===== src/hw/rtl/gn3t_pkg.sv =====
package gn3t_pkg;

  localparam int LUT_DEPTH       = 256;
  localparam int MAX_OCTAVES     = 8;
  localparam int COORD_FRAC_BITS = 16;

  localparam int TBL_W = $clog2(LUT_DEPTH);
  localparam int OCT_W = $clog2(MAX_OCTAVES + 1);
  // noise values stay within about +-229376
  localparam int VAL_W = 20;
  localparam int ACC_W = VAL_W + MAX_OCTAVES + 5;

  localparam logic [1:0] CMD_EVAL = 2'd0;
  localparam logic [1:0] CMD_PERM = 2'd1;
  localparam logic [1:0] CMD_GRAD = 2'd2;
  localparam logic [1:0] CMD_RSVD = 2'd3;

  typedef logic [TBL_W-1:0] cell_t;

  typedef struct packed {
    logic             first;
    logic             last;
    logic             live;
    logic [OCT_W-1:0] oct;
  } pass_tag_t;

  typedef struct packed {
    logic        perm_we;
    logic        grad_we;
    cell_t       idx;
    logic [7:0]  perm;
    logic [47:0] grad;
  } tbl_wr_t;

endpackage


===== src/hw/rtl/gn3t_accum.sv =====
module gn3t_accum import gn3t_pkg::*; (
  input  logic                    clk,
  input  logic                    rst,
  input  logic                    en,
  input  logic                    val_valid,
  input  pass_tag_t               val_tag,
  input  logic signed [VAL_W-1:0] value,
  output logic                    res_valid,
  output logic [17:0]             noise_value,
  output logic [17:0]             turbulence
);

  logic signed [ACC_W-1:0] acc;
  logic signed [ACC_W-1:0] sum;
  logic [ACC_W-1:0]        mag;
  logic [ACC_W-1:0]        mag_sh;
  logic [17:0]             nv_sat;
  logic [17:0]             nv_hold;
  logic [OCT_W:0]          wsh;

  assign wsh = (OCT_W+1)'(MAX_OCTAVES) - {1'b0, val_tag.oct};

  always_comb begin
    logic signed [ACC_W-1:0] contrib;
    contrib = val_tag.live ? (ACC_W'(value) <<< wsh) : '0;
    sum     = (val_tag.first ? '0 : acc) + contrib;
    mag     = sum[ACC_W-1] ? ACC_W'(-sum) : ACC_W'(sum);
    mag_sh  = mag >> MAX_OCTAVES;
  end

  always_comb begin
    if (value > VAL_W'(131071)) begin
      nv_sat = 18'h1FFFF;
    end else if (value < -VAL_W'(131072)) begin
      nv_sat = 18'h20000;
    end else begin
      nv_sat = value[17:0];
    end
  end

  always_ff @(posedge clk) begin
    if (rst) begin
      res_valid <= 1'b0;
    end else if (en) begin
      res_valid <= val_valid && val_tag.last;
    end
  end

  always_ff @(posedge clk) begin
    if (en && val_valid) begin
      acc <= sum;
      if (val_tag.first) begin
        nv_hold <= nv_sat;
      end
      if (val_tag.last) begin
        noise_value <= val_tag.first ? nv_sat : nv_hold;
        turbulence  <= (mag_sh > ACC_W'(262143)) ? 18'h3FFFF : mag_sh[17:0];
      end
    end
  end

endmodule

===== config.mk =====
export PLATFORM = sky130hd
export DESIGN_NAME = gn3t_accum
export DESIGN_NICKNAME = d
export VERILOG_FILES = /design/src/hw/rtl/gn3t_pkg.sv /design/src/hw/rtl/gn3t_accum.sv
export SDC_FILE = /design/constraint.sdc
export NUM_CORES = 1
export LEC_CHECK = 0
export BUFFER_PORTS_ARGS = -buffer_cell sky130_fd_sc_hd__clkbuf_2
export CELL_PAD_IN_SITES_DETAIL_PLACEMENT = 1
export CELL_PAD_IN_SITES_GLOBAL_PLACEMENT = 1
export CORE_ASPECT_RATIO = 0.5
export CORE_MARGIN = 1.5
export CORE_UTILIZATION = 50
export CTS_CLUSTER_DIAMETER = 100
export DETAILED_ROUTE_END_ITERATION = 16
export GPL_ROUTABILITY_DRIVEN = 0
export HOLD_SLACK_MARGIN = 0.15
export PLACE_DENSITY = 0.95
export SYNTH_ARGS = -nofsm -noshare
export SYNTH_HDL_FRONTEND = slang
export SYNTH_SLANG_ARGS = --single-unit

===== constraint.sdc =====
create_clock -name clk -period 12.55 [get_ports clk]
set_input_delay 1.255 -clock clk [delete_from_list [all_inputs] [get_ports clk]]
set_output_delay 1.255 -clock clk [all_outputs]
set_load 0.05 [all_outputs]

=== Word-level counts from Yosys, hierarchy flattened ===
Cells that the tools add are included.

* Add/sub/neg operators: 3
* Magnitude comparators: 3
* Shifts and indexed selects: 1
* Multiplexer cells: 6
* Reduce and logical (&&, ||, !) cells: 3

{| class="wikitable"
|+ Operators by type and width
! cell !! count
|-
| 33-bit 2-to-1 mux || 3
|-
| 18-bit 2-to-1 mux || 3
|-
| 33-bit adder || 1
|-
| 33-bit negator || 1
|-
| 33-bit by 5-bit <<< shifter with 33-bit output || 1
|-
| 25-bit by 18-bit > comparator with 1-bit output (second input constant) || 1
|-
| 20-bit by 18-bit > comparator with 1-bit output (second input constant) || 1
|-
| 20-bit by 18-bit less-than comparator with 1-bit output (second input constant) || 1
|-
| 4-bit by 4-bit subtractor with 5-bit output (first input constant) || 1
|-
| 1-bit logical AND || 2
|-
| 2-bit AND reduction || 1
|}

* Bits in registers: 88

=== Longest topological paths before layout ===
* Word-level depth: 7
* Depth in mapped cells: 30

=== Worst setup path before layout ===
No wires, ideal clock.

* Path kind: input to register
* Start: input port val_tag[0] (netlist bit)
* End: register turbulence[4] (data pin)
* Arrival: 7.097 ns
* Path slack: 5.170 ns
* Cell stages on the path: 22
* Buffers on the path: 6
* Path through: buf_2 > buf_2 > buf_1 > inv_1 > ha_1 > xor2_1 > clkbuf_1 > nand4_1 > or3_1 > fa_1 > inv_1 > or3_2 > or4_1 > or4_4 > or4_4 > nor4b_4 > nand3_1 > o32ai_1 > and4_1 > buf_6 > buf_12 > nand3_1

* Longest elaborated chain between the ends: 7

{| class="wikitable"
|+ RTL lines
! what !! line !! RTL
|-
| start: declaration || gn3t_accum.sv:6 || <nowiki>input pass_tag_t val_tag,</nowiki>
|-
| 4-bit by 4-bit subtractor with 5-bit output (*) || gn3t_accum.sv:21 || <nowiki>assign wsh = (OCT_W+1)'(MAX_OCTAVES) - {1'b0, val_tag.oct};</nowiki>
|-
| 33-bit by 5-bit <<< shifter with 33-bit output (*) || gn3t_accum.sv:25 || <nowiki>contrib = val_tag.live ? (ACC_W'(value) <<< wsh) : '0;</nowiki>
|-
| 33-bit 2-to-1 mux (*) || gn3t_accum.sv:25 ||
|-
| 33-bit adder (*) || gn3t_accum.sv:26 || <nowiki>sum = (val_tag.first ? '0 : acc) + contrib;</nowiki>
|-
| via sum[1] || gn3t_accum.sv:14 || <nowiki>logic signed [ACC_W-1:0] sum;</nowiki>
|-
| 33-bit negator (*) || gn3t_accum.sv:27 || <nowiki>mag = sum[ACC_W-1] ? ACC_W'(-sum) : ACC_W'(sum);</nowiki>
|-
| 33-bit 2-to-1 mux (*) || gn3t_accum.sv:27 ||
|-
| 25-bit by 18-bit > comparator with 1-bit output || gn3t_accum.sv:57 || <nowiki>turbulence <= (mag_sh > ACC_W'(262143)) ? 18'h3FFFF : mag_sh[17:0];</nowiki>
|-
| end signal: assignment || gn3t_accum.sv:57 ||
|-
| end: declaration || gn3t_accum.sv:10 || <nowiki>output logic [17:0] turbulence</nowiki>
|}

The timed path passes the listed nets; every way through them passes the cells marked *.
A chain may end at the register's enable or synchronous reset.

=== Worst setup path after layout ===
* Start: input port val_tag[0] (netlist bit)
* End: register turbulence[2] (data pin)

* Longest elaborated chain between the ends: 7

{| class="wikitable"
|+ RTL lines
! what !! line
|-
| 4-bit by 4-bit subtractor with 5-bit output (*) || gn3t_accum.sv:21
|-
| 33-bit by 5-bit <<< shifter with 33-bit output (*) || gn3t_accum.sv:25
|-
| 33-bit 2-to-1 mux (*) || gn3t_accum.sv:25
|-
| 33-bit adder (*) || gn3t_accum.sv:26
|-
| 33-bit negator || gn3t_accum.sv:27
|-
| 33-bit 2-to-1 mux (*) || gn3t_accum.sv:27
|-
| 25-bit by 18-bit > comparator with 1-bit output || gn3t_accum.sv:57
|}

Every way passes the cells marked *; elsewhere a longest branch is shown, timed or not.

==> metrics.md <==
| Metric | Value |
|---|---|
| Status | complete, no violations |
| Chip width | 174 µm |
| Final HPWL DP | 17700 µm |
| EDFF count, synth | 87 |
| Post-layout util | 57.5% |
| Worst endpoint required time | 12580 ps |
| VDD IR max | 0.0000741 V |
| CTS Hold Bufs | 0 |
| Setup Skew | 9.56 ps |
| Internal power | 617 µW |
| Synthesized instance count | 840 |
| WL/cell | 23.3 µm |
| Largest net degree at the start of global routing | 69 |
| Post-DR vias/cell | 6.57 |
| Number of DRC markers in iteration 0 | 602 |
| Yosys top cell by area | edfxtp_1 |
| Ys flop type | edfxtp_1 |
| Fmax achieved | 0.117 GHz |
| Clk_lat worst skew | 350 ps |
| Count leader, synth | nor2_1 |
| Part of the power in registers | 35.7% |
| Die Area | 15300 µm² |
| Worst R2R Setup Slack | 7020 ps |
| # IOs | 68 |
| Fin. Hold Viols | 0 |
| Die height | 88.4 µm |
| Fraction of registers with async set/reset | 0% |
| DRC viols | 0 |
| CTS H-tree lvls | 3 |
| DR vias | 7038 |
| # Max-Cap Violations | 0 |
| First-pass GRT wire length | 39200 µm |
| Area Growth Syn to Fin | 9.57% |
| Switching power | 367 µW |
| Final Setup Violations | 0 |
| Min-Delay Path Class | reg -> reg |
| CTS Buf Count | 9 |
| Finished Cell Area | 7980 µm² |
| Total Wirelength | 25000 µm |
| Area contributors post-synth | edfxtp_1 (36%), ha_1 (5.7%), nor2_1 (4.6%), o21ai_0 (4.6%), a21oi_1 (4.3%) |
| Core footprint | 13900 µm² |
| Pwr per Cell Area | 123 nW/µm² |
| Critical path capture point type | register |
| Post-Syn Area per Cell | 8.67 µm² |
| DRT Pass-1 Iters | 5 |
| Relative slew margins | 20.6% |
| Critical Path AT | 8610 ps |
| Post-layout min period | 8570 ps |
| Seq cells post-synth | 88 |
| GRT Util Overall | 33.2% |
| Row count | 30 |
| Initial Util | 52.5% |
| Layout fillers | 1673 |
| Critical path type | in -> reg |
| Post-route antenna net violation count | 0 |
| Leakage | 0.00307 µW |
| CTS sink cnt | 88 |
| Worst slew pin tran | 1190 ps |
| Fin crit share | 68.3% |
| Switching Share | 37.3% |
| Max Root-Sink Buffers | 2 |
| PortBufs | 67 |
| Fin Setup TNS | 0 ps |
| Clk pwr share | 28.6% |
| Vias in the first global route | 7141 |
| CP startpoint kind | primary input |
| Netlist cell types | 71 |
| CTS tree | built |
| RSZ-0062 raised after global routing | false |
| Ys Warns | 0 |
| Grt ovf | 0 |
| Setup Buffers After CTS | 0 |
| Initial antenna violation count | 0 |
| Dpl cells | 1055 |
| Placed inst area | 7680 µm² |
| # resized after CTS | 0 |
| # diodes | 0 |
| Syn Std Cell Area | 7290 µm² |
| Crit path max fanout | 28 |
| Fin Hold WS | 566 ps |
| Layout cell share with drive strength beyond 1 | 14.1% |
| Combinational Power Share | 35.7% |
| Syn nets | 905 |
| Root Driver | clkbuf_16 |
| Slew Limit Fails | 0 |
| Share of the synthesized area in the top cell type | 35.9% |
| Count of non-filler cells in the finished layout | 1071 |
| Worst-path clk slew | 70 ps |
| Synth cell count leaders | nor2_1 (90), edfxtp_1 (87), nand2_1 (72), o21ai_0 (67), a21oi_1 (62) |
| Nets | 939 |
| Post-synthesis sequential area ratio | 36.1% |
-- area by class of cell --
class	instances	area (µm²)	share of cell area [%]
Clock buffer	11	243	3.04
Clock inverter	5	56.3	0.705
Inverter	36	135	1.69
Multi-Input combinational cell	665	4290	53.7
Sequential cell	88	2630	33.0
Tap cell	192	240	3.01
Timing Repair Buffer	74	388	4.86
-- placed cells by master (no fill, tap or decap), types with 6 or more instances in the layout --
cell       count
nor2_1        90
xor2_1        28
o21ai_0       67
edfxtp_1      87
o31ai_1        9
o22ai_1       15
o21a_1         7
clkbuf_16      9
nor3_1        17
ha_1          33
nor2b_1       35
mux2i_1       19
a21o_1         8
a21oi_1       62
inv_1         35
nand2_1       72
clkbuf_2      67
nand4_1       15
nor4_1         6
buf_4          7
nand2b_1       6
mux2_2        11
nand3_1       31
o211ai_1      26
or3_1          7
a211oi_1      11
xnor2_1       16
-- power groups by stage --
| stage | clock (µW) | combinational (µW) | sequential (µW) |
|---|---|---|---|
| finish | 281 | 351 | 351 |
| global route | 291 | 376 | 353 |
| CTS | 282 | 342 | 351 |
| detailed placement | 0 | 333 | 357 |
| global placement | 0 | 316 | 356 |
| floorplan | 0 | 236 | 370 |
-- sequential cells by signal (all words and copies together), names as in the netlist --
register / flops
acc: 33
noise_value: 18
nv_hold: 18
turbulence: 18
res_valid: 1
-- cells by family after synthesis --
logic type | Yosys count | share of synthesized area, %
AND/OR/NAND/NOR | 311 | 21.1
AO/OA/AOI/OAI | 241 | 20.7
flip-flops | 88 | 36.1
buffers and inverters | 87 | 5.15
XOR/XNOR | 45 | 5.41
multiplexers | 34 | 5.55
adder cells (fa/ha/maj) | 34 | 5.94
-- path summary, 6_finish.rpt --
check        startpoint            end  cells past startpoint
max reg2reg      acc[2]  turbulence[2]                     13
min           res_valid      res_valid                      2
min reg2reg   res_valid      res_valid                      2
max          val_tag[0]  turbulence[2]                     22
-- critical path, stage by stage --
cell and delay, ps:
clkbuf_2 550, inv_1 170, ha_1 920, inv_2 360
nor2_1 210, a21oi_1 80, a21oi_1 390, nand2_1 100
nand2_1 150, nor2_1 100, ha_1 510, nand2_1 130
o21ai_0 670, nor3_1 160, and3_1 240, o31a_1 320
nor4_1 550, nand2_1 190, nor4_1 330, nand2_1 80
o21bai_1 900, nand3_1 190
-- layer usage --
| metal | GRT usage, % | share of wire, % |
|---|---|---|
| met1 | 43.6 | 43 |
| met2 | 54.8 | 45 |
| met3 | 6.44 | 8.3 |
| met4 | 14.0 | 3.3 |
| met5 | 0 | 0 |
-- stage by stage --
stage               power (µW)  setup WS, ps
floorplan                  606          5170
global placement           672          4490
detailed placement         690          4010
CTS                        976          4140
global route              1020          3350
finish                     983          3980
No activity file was read; power rests on OpenSTA's default activity.
