==> config.mk <==
export PLATFORM = sky130hd
export DESIGN_NAME = gn3t_issue
export DESIGN_NICKNAME = d
export VERILOG_FILES = /design/src/hw/rtl/gn3t_pkg.sv /design/src/hw/rtl/gn3t_issue.sv
export SDC_FILE = /design/constraint.sdc
export NUM_CORES = 1
export LEC_CHECK = 0
export BUFFER_PORTS_ARGS = -buffer_cell sky130_fd_sc_hd__buf_4
export CAP_MARGIN = 25
export CORE_ASPECT_RATIO = 0.7
export CORE_MARGIN = 3
export CORE_UTILIZATION = 40
export CTS_BUF_LIST = sky130_fd_sc_hd__clkbuf_16
export CTS_CLUSTER_SIZE = 10
export DETAILED_ROUTE_END_ITERATION = 10
export PLACE_DENSITY = 0.68
export SETUP_SLACK_MARGIN = 0.1
export SYNTH_ARGS = -nofsm -noshare
export SYNTH_HDL_FRONTEND = slang
export SYNTH_SLANG_ARGS = --single-unit
==> constraint.sdc <==
create_clock -name clk -period 6.5 [get_ports clk]
set_input_delay 1.3 -clock clk [delete_from_list [all_inputs] [get_ports clk]]
set_output_delay 1.3 -clock clk [all_outputs]
set_load 0.03 [all_outputs]
==> src/hw/rtl/gn3t_pkg.sv <==
package gn3t_pkg;

  localparam int LUT_DEPTH       = 256;
  localparam int MAX_OCTAVES     = 8;
  localparam int COORD_FRAC_BITS = 16;

  localparam int TBL_W = $clog2(LUT_DEPTH);
  localparam int OCT_W = $clog2(MAX_OCTAVES + 1);
  // noise values stay within about +-229376
  localparam int VAL_W = 20;
  localparam int ACC_W = VAL_W + MAX_OCTAVES + 5;

  localparam logic [1:0] CMD_EVAL = 2'd0;
  localparam logic [1:0] CMD_PERM = 2'd1;
  localparam logic [1:0] CMD_GRAD = 2'd2;
  localparam logic [1:0] CMD_RSVD = 2'd3;

  typedef logic [TBL_W-1:0] cell_t;

  typedef struct packed {
    logic             first;
    logic             last;
    logic             live;
    logic [OCT_W-1:0] oct;
  } pass_tag_t;

  typedef struct packed {
    logic        perm_we;
    logic        grad_we;
    cell_t       idx;
    logic [7:0]  perm;
    logic [47:0] grad;
  } tbl_wr_t;

endpackage

==> src/hw/rtl/gn3t_issue.sv <==
module gn3t_issue import gn3t_pkg::*; (
  input  logic        clk,
  input  logic        rst,
  input  logic        en,
  input  logic        pipe_busy,
  input  logic        cfg_we,
  input  logic [3:0]  cfg_wdata,
  input  logic        req_valid,
  input  logic [1:0]  cmd,
  input  logic [31:0] point_x,
  input  logic [31:0] point_y,
  input  logic [31:0] point_z,
  input  logic [7:0]  entry_index,
  input  logic [7:0]  perm_value,
  input  logic [15:0] grad_x,
  input  logic [15:0] grad_y,
  input  logic [15:0] grad_z,
  output logic        req_stall,
  output tbl_wr_t     wr,
  output logic        pass_valid,
  output pass_tag_t   pass_tag,
  output logic [31:0] px,
  output logic [31:0] py,
  output logic [31:0] pz
);

  logic [3:0]       octave_count;
  logic             busy;
  logic [OCT_W-1:0] oct;
  logic [OCT_W-1:0] last_oct;
  logic             live;
  logic [31:0]      bx, by, bz;
  logic             is_last;
  logic             is_load;
  logic             accept;
  logic [4:0]       n_oct;

  assign is_last = (oct == last_oct);
  assign is_load = (cmd == CMD_PERM) || (cmd == CMD_GRAD);
  // loads wait for the pipe to drain so earlier points see the old tables
  assign req_stall = !en || (busy && !is_last) || (is_load && (busy || pipe_busy));
  assign accept    = req_valid && !req_stall;

  assign n_oct = ({1'b0, octave_count} > 5'(MAX_OCTAVES)) ? 5'(MAX_OCTAVES)
                                                          : {1'b0, octave_count};

  always_ff @(posedge clk) begin
    if (rst) begin
      octave_count <= 4'd4;
      busy         <= 1'b0;
    end else begin
      if (cfg_we) begin
        octave_count <= cfg_wdata;
      end
      if (accept && cmd == CMD_EVAL) begin
        busy <= 1'b1;
      end else if (en && busy && is_last) begin
        busy <= 1'b0;
      end
    end
  end

  always_ff @(posedge clk) begin
    if (accept && cmd == CMD_EVAL) begin
      oct      <= '0;
      last_oct <= (n_oct == 5'd0) ? '0 : OCT_W'(n_oct - 5'd1);
      live     <= (n_oct != 5'd0);
      bx       <= point_x;
      by       <= point_y;
      bz       <= point_z;
    end else if (en && busy && !is_last) begin
      oct <= oct + 1'b1;
    end
  end

  assign wr.perm_we = accept && (cmd == CMD_PERM);
  assign wr.grad_we = accept && (cmd == CMD_GRAD);
  assign wr.idx     = TBL_W'(entry_index);
  assign wr.perm    = perm_value;
  assign wr.grad    = {grad_x, grad_y, grad_z};

  assign pass_valid     = busy;
  assign pass_tag.first = (oct == '0);
  assign pass_tag.last  = is_last;
  assign pass_tag.live  = live;
  assign pass_tag.oct   = oct;
  assign px = bx << oct;
  assign py = by << oct;
  assign pz = bz << oct;

endmodule

* Yosys cells after proc, flatten, opt, wreduce, memory -nomap -nowiden
Index checks and enable logic that the tools add are counted.
** Operators by class
- Equal/unequal tests :: 3
- Add/sub/neg operators :: 2
- Muxes and demuxes :: 3
- $lt $le $gt $ge :: 1
- Reduce and logical (&&, ||, !) cells :: 21
- Shifts and indexed selects :: 3
** Operators with widths (number)
- $shl 32x4->32 :: 3
- $logic_and 1x1->1 :: 9
- $logic_not 5->1 :: 1
- $reduce_bool 5->1 :: 1
- $add 4x1->4 const B :: 1
- $eq 4x4->1 :: 1
- $gt 4x4->1 const B :: 1
- $logic_not 4->1 :: 1
- $logic_or 1x1->1 :: 4
- $mux 4 :: 1
- $sub 4x1->4 const B :: 1
- $logic_not 1->1 :: 3
- $eq 2x1->1 const B :: 1
- $eq 2x2->1 const B :: 1
- $logic_not 2->1 :: 1
- $mux 1 :: 2
- $reduce_bool 2->1 :: 1
** Word-level totals
- Input port bits :: 172
- Output and inout bits :: 171
- Logic and storage cells :: 41
- Flip-flop bits (word level) :: 110

* Depth between registers and ports, before layout
Gate-level depths: netlist of run 1.
- Word-level depth :: 9
- Mapped depth :: 8
- Gate-level depth less buffers :: 7

* Least setup slack after synthesis of run 1
No wires, ideal clock.
- Path kind :: input to register
- From :: in cmd[0]
- To :: reg bx[0] (enable)
- Buffers on the path :: 0
- Stages on the path :: 6
- Setup slack :: 2.038 ns
- Data required time :: 6.042 ns
- Setup time :: 0.458 ns
- Arrival :: 4.004 ns
- Cell sequence :: inv_1 > ha_1 > o21ai_0 > nand4_1 > a21o_1 > inv_1
** Between the ends
- Cells in the longest elaborated chain, start to end :: 7
- Elaborated cells on any way between the ends :: 9
- Those cells by class :: 2 x eq/ne; 7 x reduce/logical
** Ends and longest elaborated chain
- start, declared :: RTL line gn3t_issue.sv:9 : input logic [1:0] cmd,
- $eq 2x1->1 / $eq 2x2->1 (equally long branches) :: RTL line gn3t_issue.sv:39 : assign is_load = (cmd == CMD_PERM) || (cmd == CMD_GRAD);
- $logic_or 1x1->1 :: RTL line gn3t_issue.sv:39
- $logic_and 1x1->1 :: RTL line gn3t_issue.sv:41 : assign req_stall = !en || (busy && !is_last) || (is_load && (busy || pipe_busy));
- $logic_or 1x1->1 :: RTL line gn3t_issue.sv:41
- $logic_not 1->1 :: RTL line gn3t_issue.sv:42 : assign accept = req_valid && !req_stall;
- $logic_and 1x1->1 :: RTL line gn3t_issue.sv:42
- $logic_and 1x1->1 * :: RTL line gn3t_issue.sv:64 : if (accept && cmd == CMD_EVAL) begin
- end signal, assigned :: RTL line gn3t_issue.sv:68 : bx <= point_x;
- end, declared :: RTL line gn3t_issue.sv:32 : logic [31:0] bx, by, bz;
Mark *: on every way between the ends. The rest lies on a longest branch, timed or not.
A chain may end at the register's enable or synchronous reset.

* Worst setup path after layout of run 1
- From :: reg oct[1]
- To :: out py[20]
** Between the ends
- Cells in the longest elaborated chain, start to end :: 1
** Ends and longest elaborated chain
- start, declared :: RTL line gn3t_issue.sv:29 : logic [OCT_W-1:0] oct;
- start signal, assigned :: RTL line gn3t_issue.sv:72 : oct <= oct + 1'b1;
- $shl 32x4->32 :: RTL line gn3t_issue.sv:88 : assign py = by << oct;
- end, declared :: RTL line gn3t_issue.sv:23 : output logic [31:0] py,
No other way between the ends.

==> results of run 1 <==
[sequential cells by signal, summed over array words and instances, names as in the netlist]
| name | flops |
|---|---|
| bx | 32 |
| by | 32 |
| bz | 32 |
| last_oct | 4 |
| oct | 4 |
| octave_count | 4 |
| live | 1 |
| pass_valid | 1 |
[cell usage after synthesis (10+ instances only)]
library cell,number
a21oi_1,30
a22oi_1,22
a2bb2oi_1,15
and3_1,10
buf_2,25
buf_4,74
clkbuf_1,22
edfxtp_1,101
mux2_2,59
mux2i_1,83
mux4_2,26
nand2_1,81
nor2_1,39
o21ai_0,26
o221ai_1,30
o22a_1,11
o22ai_1,21
[final timing paths]
kind	start	to	slack, ns	cells past startpoint
setup / recovery	oct[1]	py[20]	2.12	7
hold / removal	octave_count[1]	octave_count[1]	0.53	2
setup reg to reg	oct[2]	bz[28]	3.18	6
hold reg to reg	octave_count[1]	octave_count[1]	0.53	2
[metrics by stage]
stage,cell area (sq um),utilization (%),instances
6_report,10290,48.55,1197
5_1_grt,10290,48.55,1197
4_1_cts,10230,48.26,1194
3_5_place_dp,9922,46.81,1178
3_3_place_gp,9922,46.81,1178
2_1_floorplan,8808,-,813
[cells by family after synthesis]
group	count (synthesis)
simple gates	168
flops	110
compound gates	205
xor+xnor	4
mux	175
buf+inv	144
fa+ha+maj	7
[placed cells by master (no fill, tap or decap), types with 3 or more instances in the layout]
master / n
mux4_2: 26
o31ai_1: 3
nor3_1: 3
a32oi_1: 3
a211o_1: 7
nor2b_1: 3
o22a_1: 11
a21oi_1: 30
a22oi_1: 22
or2_2: 6
nor2_1: 39
a21o_1: 5
nand2b_1: 5
clkbuf_16: 9
a221o_1: 3
o21ai_0: 26
mux4_1: 7
edfxtp_1: 101
o221ai_1: 30
nand2_1: 81
inv_1: 8
mux2i_1: 83
and2_1: 6
a2bb2oi_1: 15
buf_4: 223
o2bb2a_1: 3
ha_1: 7
dfxtp_1: 5
xnor2_1: 3
and3_1: 10
o211ai_1: 9
a311oi_1: 3
nand3_1: 5
o211a_1: 9
mux2_2: 59
o22ai_1: 21
[power groups by stage]
| stage | logic [mW] | clock network (mW) | registers, mW |
|---|---|---|---|
| after detailed placement | 1.65 | 0 | 0.886 |
| after global placement | 1.64 | 0 | 0.884 |
| after global routing | 1.78 | 0.629 | 0.862 |
| final | 1.69 | 0.588 | 0.855 |
| after CTS | 1.65 | 0.608 | 0.871 |
| after floorplan | 1.23 | 0 | 0.834 |
[area by class of cell]
cell class              instances  area share [%]
clock buffers                   9           2.188
clock inverters                 7          0.7903
inverters                      10          0.3891
multi-input cells             559           45.08
flip-flops and latches        110           31.32
well taps                     276           3.356
repair buffers                226           16.88
[routing by layer]
metal | up-vias | global-route usage [%] | wire, um
li1 | 3302 | - | -
met1 | 3506 | 30.71 | 12040
met2 | 432 | 33.71 | 11910
met3 | 68 | 11.17 | 3655
met4 | 28 | 7.252 | 649
met5 | - | 0 | 186
[worst reg2reg max path, cell delays in order, from the launching register on]
cell	delay [ns]
dfxtp_2	0.33
buf_4	0.71
xnor2_1	0.25
nand4_1	0.20
a21o_1	0.26
inv_4	0.64
buf_4	0.58
==> results.md, run 1 <==
* Die width at 183.4 um
* Total CTS buffers at 9
* Clock latency at the later pin of the worst-skew pair at 0.38 ns
* Ranking of synthesized cells by area: edfxtp_1, mux2i_1, mux2_2, mux4_2, buf_4
* Synthesized area at between 8000 and 9000 sq um
* Largest net degree at the start of global routing at between 80 and 90
* Top FF cell, synth: edfxtp_1
* Register area share after synthesis at 36.48%
* DP Wirelength at 21030 um
* Clock Sinks at 110
* DR WL/cell at approximately 24 um
* Multi-input logic area at approximately 4600 sq um
* Switching power at between 1 and 1.5 mW
* Clock network fraction of total power at 18.8%
* CTS resizes at 0
* Post-synthesis compound-gate area fraction at 17.02%
* Max cap viols at 0
* Layout cell share with drive strength beyond 1 at 37.24%
* Startpoint Class: flip-flop
* Area leader, netlist: edfxtp_1
* Routed via count at 7336
* DRT Pass-1 Iters at 6
* CP Buf/Inv Count at 3
* Synth Warn # at 0
* Post-synthesis mux area share at 25.71%
* Critical-path cell list: buf_12 > buf_4 > mux2_2 > or2_2 > a311oi_1 > a21oi_1 > buf_4
* Pwr/cell area at 304.1 nW/um^2
* Synthesized Nets at 992
* Die area at 23870 sq um
* Vias/cell at 6.129
* Yosys top cell area share at 34.43%
* First-pass GRT wire length at 42120 um
* Critical Path Slowest Stage Cell: dfxtp_4
* Final hold vios at 0
* Fin Setup TNS at 0 ns
* Die Y at approximately 130 um
* Pre-CTS WS at 2.400 ns
* Main combinational cell family by area after synthesis: multiplexers
* Port Buffers at 214
* Global Route Usage Sum at 23.21%
* Tightest Hold Check Type: reg -> reg
* Maximum vdd drop at between 0.00015 and 0.0002 V
* Grt ovf at 0
* Hold Slack at 0.5338 ns
* Pwr Total at 3.130 mW
* Period utilisation layout at between 60 and 70%
* Root buf cell: clkbuf_16
* WL final at between 20000 and 30000 um
* Synth Area in Simple Gates at 8.466%
* Distinct cell type count after synthesis at 56
* Final WS setup at 2.125 ns
* CTS H-Tree Depth at 3
* RePlAce Congestion at 0.9382
* P_leak at 4.016 nW
* Max-slew headroom at 33.77%
* Post-synthesis cell count at 813
* Reg area at 3223 sq um
* Post-CTS Setup Inserts at 0
* Switching Share at a little over two fifths
* CP max FO at 49
* Register share of total power at 27.3%
* Area of the core at 21200 sq um
* Max Fclk at 228.5 MHz
* Post-Synth Adder-Cell Area at 0.9943%
* Hold Buf Count CTS at 0
* Num rows at 44
* Antenna-violating nets left at 0
* Io pins at 343
* Comb pwr share at roughly 54%
* Drc violations at 0
* RSZ-0062 raised after global routing: false
* Clk slew on worst S/H paths at about 0.080 ns
* Crit-path max cell delay at around 0.65 ns
* Nets at 1095
* Async SR Flop Fraction at 0%
* Fillers at 1964
* Crit path time final at 4.375 ns
* TritonCTS clock tree: built
* Initial antenna violation count at 14
* Ant. Diodes at 0
* Clk buf depth at 2
* Vias in the first global route at 7044
* Pins Over Slew Limit at 0
* Crit end category: output port
* Pint at ~1.8 mW
* Final number of setup-violating endpoints at 0
* Worst Max-Slew Pin Slew at between 0.9 and 1 ns
* Area growth syn-to-layout at 16.83%
* Number of synthesized flops with an enable pin at 101
* Outcome: completed
* Syn avg cell area at 10.83 sq um
* Starting Density at 41.56%
* CP most frequent cell: buf_4
* CP arrival at approximately 3.1 ns
* Crit Path Class: reg -> out
* Worst Skew at 0.008232 ns
* CP top delay family: buffers and inverters
* Worst EP required at 5.20 ns
* Number of synthesized register bits at 110
* Iteration-0 DRC count of the detailed router at 724
* Post-Synth XOR/XNOR Area at 0.4830%
No activity file was read; power rests on OpenSTA's default activity.
==> run 2, diff against run 1 <==
--- a/config.mk
+++ b/config.mk
@@ -13,7 +13,7 @@
 export CTS_BUF_LIST = sky130_fd_sc_hd__clkbuf_16
 export CTS_CLUSTER_SIZE = 10
 export DETAILED_ROUTE_END_ITERATION = 10
-export PLACE_DENSITY = 0.68
+export PLACE_DENSITY = 0.7
 export SETUP_SLACK_MARGIN = 0.1
 export SYNTH_ARGS = -nofsm -noshare
 export SYNTH_HDL_FRONTEND = slang
==> constraint.sdc (replaced) <==
create_clock -name clk -period 3.8 [get_ports clk]
set_input_delay 0.76 -clock clk [delete_from_list [all_inputs] [get_ports clk]]
set_output_delay 0.76 -clock clk [all_outputs]
set_load 0.03 [all_outputs]
==> run 2 against run 1 <==
Sequential share of layout area is 0.39 points lower; largest power group unchanged; critical endpoint is now pz[25]; clock power is 65% higher; highest routed layer unchanged; global-route usage is 0.077 points higher; via count is 3.1% higher; critical path type unchanged.
==> results.md, run 2 (same netlist as run 1, synthesis figures left out) <==
* Outcome: completed (unchanged)
* Clk buf depth at 2 (unchanged)
* WL final at 29010 um (was 28440 um)
* Pint at 2.984 mW (was 1.758 mW)
* Die Y at 130.2 um (unchanged)
* Root buf cell: clkbuf_16 (unchanged)
* Clock network fraction of total power at 18.1% (was 18.8%)
* Clock latency at the later pin of the worst-skew pair at 0.38 ns (about the same)
* Die area at 23870 sq um (unchanged)
* Vias/cell at 6.247 (was 6.129)
* DRT Pass-1 Iters at 5 (was 6)
* Max-slew headroom at 27.35% (was 33.77%)
* Worst Skew at 0.01411 ns (was 0.008232 ns)
* Area growth syn-to-layout at 18.31% (was 16.83%)
* Global Route Usage Sum at 23.29% (was 23.21%)
* Antenna-violating nets left at 0 (unchanged)
* Worst Max-Slew Pin Slew at 1.087 ns (was 0.9935 ns)
* Period utilisation layout at 93.07%
* Crit path time final at 3.537 ns
* Max Fclk at 282.8 MHz
* RSZ-0062 raised after global routing: false (unchanged)
* Final number of setup-violating endpoints at 0 (unchanged)
* Comb pwr share at 54.9% (was 53.9%)
* Die width at 183.4 um (unchanged)
* Most frequent cells in the layout: buf_4, edfxtp_1, mux2i_1, nand2_1, mux2_2 (unchanged)
* Routed via count at 7565 (was 7336)
* Largest net degree at the start of global routing at 53 (was 86)
* Top Registers: bx x32, by x32, bz x32 (unchanged)
* Drc violations at 0 (unchanged)
* Iteration-0 DRC count of the detailed router at 957 (was 724)
* Clk slew on worst S/H paths at 0.07 ns (was 0.08 ns)
* Pins Over Slew Limit at 0 (unchanged)
* Fin Setup TNS at 0 ns (unchanged)
* Final hold vios at 0 (unchanged)
* Switching power at 2.378 mW (was 1.372 mW)
* Num rows at 44 (unchanged)
* RePlAce Congestion at 0.9501 (was 0.9382)
* CP max FO at 19 (was 49)
* DP Wirelength at 21940 um (was 21030 um)
* Initial antenna violation count at 4 (was 14)
* Area of the core at 21200 sq um (unchanged)
* Hold Buf Count CTS at 0 (unchanged)
* TritonCTS clock tree: built (unchanged)
* Pwr/cell area at 514.6 nW/um^2 (was 304.1 nW/um^2)
* Grt ovf at 0 (unchanged)
* Worst EP required at 3.04 ns (was 5.20 ns)
* Io pins at 343 (unchanged)
* Ant. Diodes at 0 (unchanged)
* Vias in the first global route at 7137 (was 7044)
* CP arrival at 2.78 ns (was 3.08 ns)
* First-pass GRT wire length at 42160 um (was 42120 um)
* CTS H-Tree Depth at 3 (unchanged)
* Max cap viols at 0 (unchanged)
* Crit Path Class: reg -> out (unchanged)
* Final WS setup at 0.2634 ns (was 2.125 ns)
* Clock Sinks at 110 (unchanged)
* Register share of total power at 27.0% (was 27.3%)
* Pre-CTS WS at 0.6154 ns (was 2.400 ns)
* Switching Share at 44.35% (was 43.82%)
* Starting Density at 41.56% (unchanged)
* Most common cell after layout, fill and taps aside: buf_4 (unchanged)
* Startpoint Class: flip-flop (unchanged)
* Port Buffers at 214 (unchanged)
* Crit end category: output port (unchanged)
* Total CTS buffers at 9 (unchanged)
* P_leak at 4.073 nW (was 4.016 nW)
* Maximum vdd drop at 0.0002685 V (was 0.0001542 V)
* Layout cell share with drive strength beyond 1 at 38.29% (was 37.24%)
* DR WL/cell at 23.96 um (was 23.76 um)
* Nets at 1109 (was 1095)
* Tightest Hold Check Type: reg -> reg (unchanged)
[run 2: layout make-up]
class | count | area, sq um
clock buffer | 9 | 225.2
clock inverter | 7 | 75.07
fill | 1954 | 10770
inverter | 10 | 41.29
multi-input combinational | 559 | 4639
sequential | 110 | 3223
tap | 276 | 345.3
timing repair buffer | 240 | 1872
[run 2: worst max-delay path, stage by stage (launching register included)]
cell and delay [ns]:
dfxtp_2 0.32, inv_1 0.59, nand2_1 0.65, o2bb2a_1 0.49, o221ai_1 0.12, buf_4 0.22
[run 2: path summary, 6_finish.rpt]
kind              slack (ns)              end       startpoint  cells past startpoint
setup / recovery        0.26           pz[25]           oct[3]                      5
hold reg to reg         0.55  octave_count[0]  octave_count[0]                      2
setup reg to reg        1.14           bx[17]           oct[0]                      6
hold / removal          0.55  octave_count[0]  octave_count[0]                      2
[run 2: power groups by stage]
stage	Clock [mW]	Combinational [mW]	Sequential (mW)
5_1_grt	1.03	3.10	1.46
2_1_floorplan	0	2.11	1.43
6_report	0.972	2.94	1.45
3_5_place_dp	0	2.86	1.50
4_1_cts	0.993	2.87	1.47
3_3_place_gp	0	2.85	1.50
[run 2: timing repair]
item / in CTS / in global routing
gates resized for setup: 0 / 0
buffers inserted: 0 / 2
endpoints found under the setup margin: 0 / 10
[run 2: metrics by stage]
step	util, %	instances	cell area, sq um	hold WS [ns]	power [mW]
after CTS	48.91	1208	10370	0.5338	5.332
after floorplan	-	813	8812	0.4851	3.538
final	49.17	1211	10420	0.5458	5.363
after global routing	49.17	1211	10420	0.5341	5.588
after global placement	47.49	1192	10070	0.5192	4.349
after detailed placement	47.49	1192	10070	0.5267	4.357
[run 2: metal layers]
metal	track usage, %	routed length [um]	vias to the layer above
li1	-	-	3325
met2	34.82	12850	496
met5	0	61	-
met1	32.14	12020	3685
met3	8.526	3595	51
met4	6.132	480	8
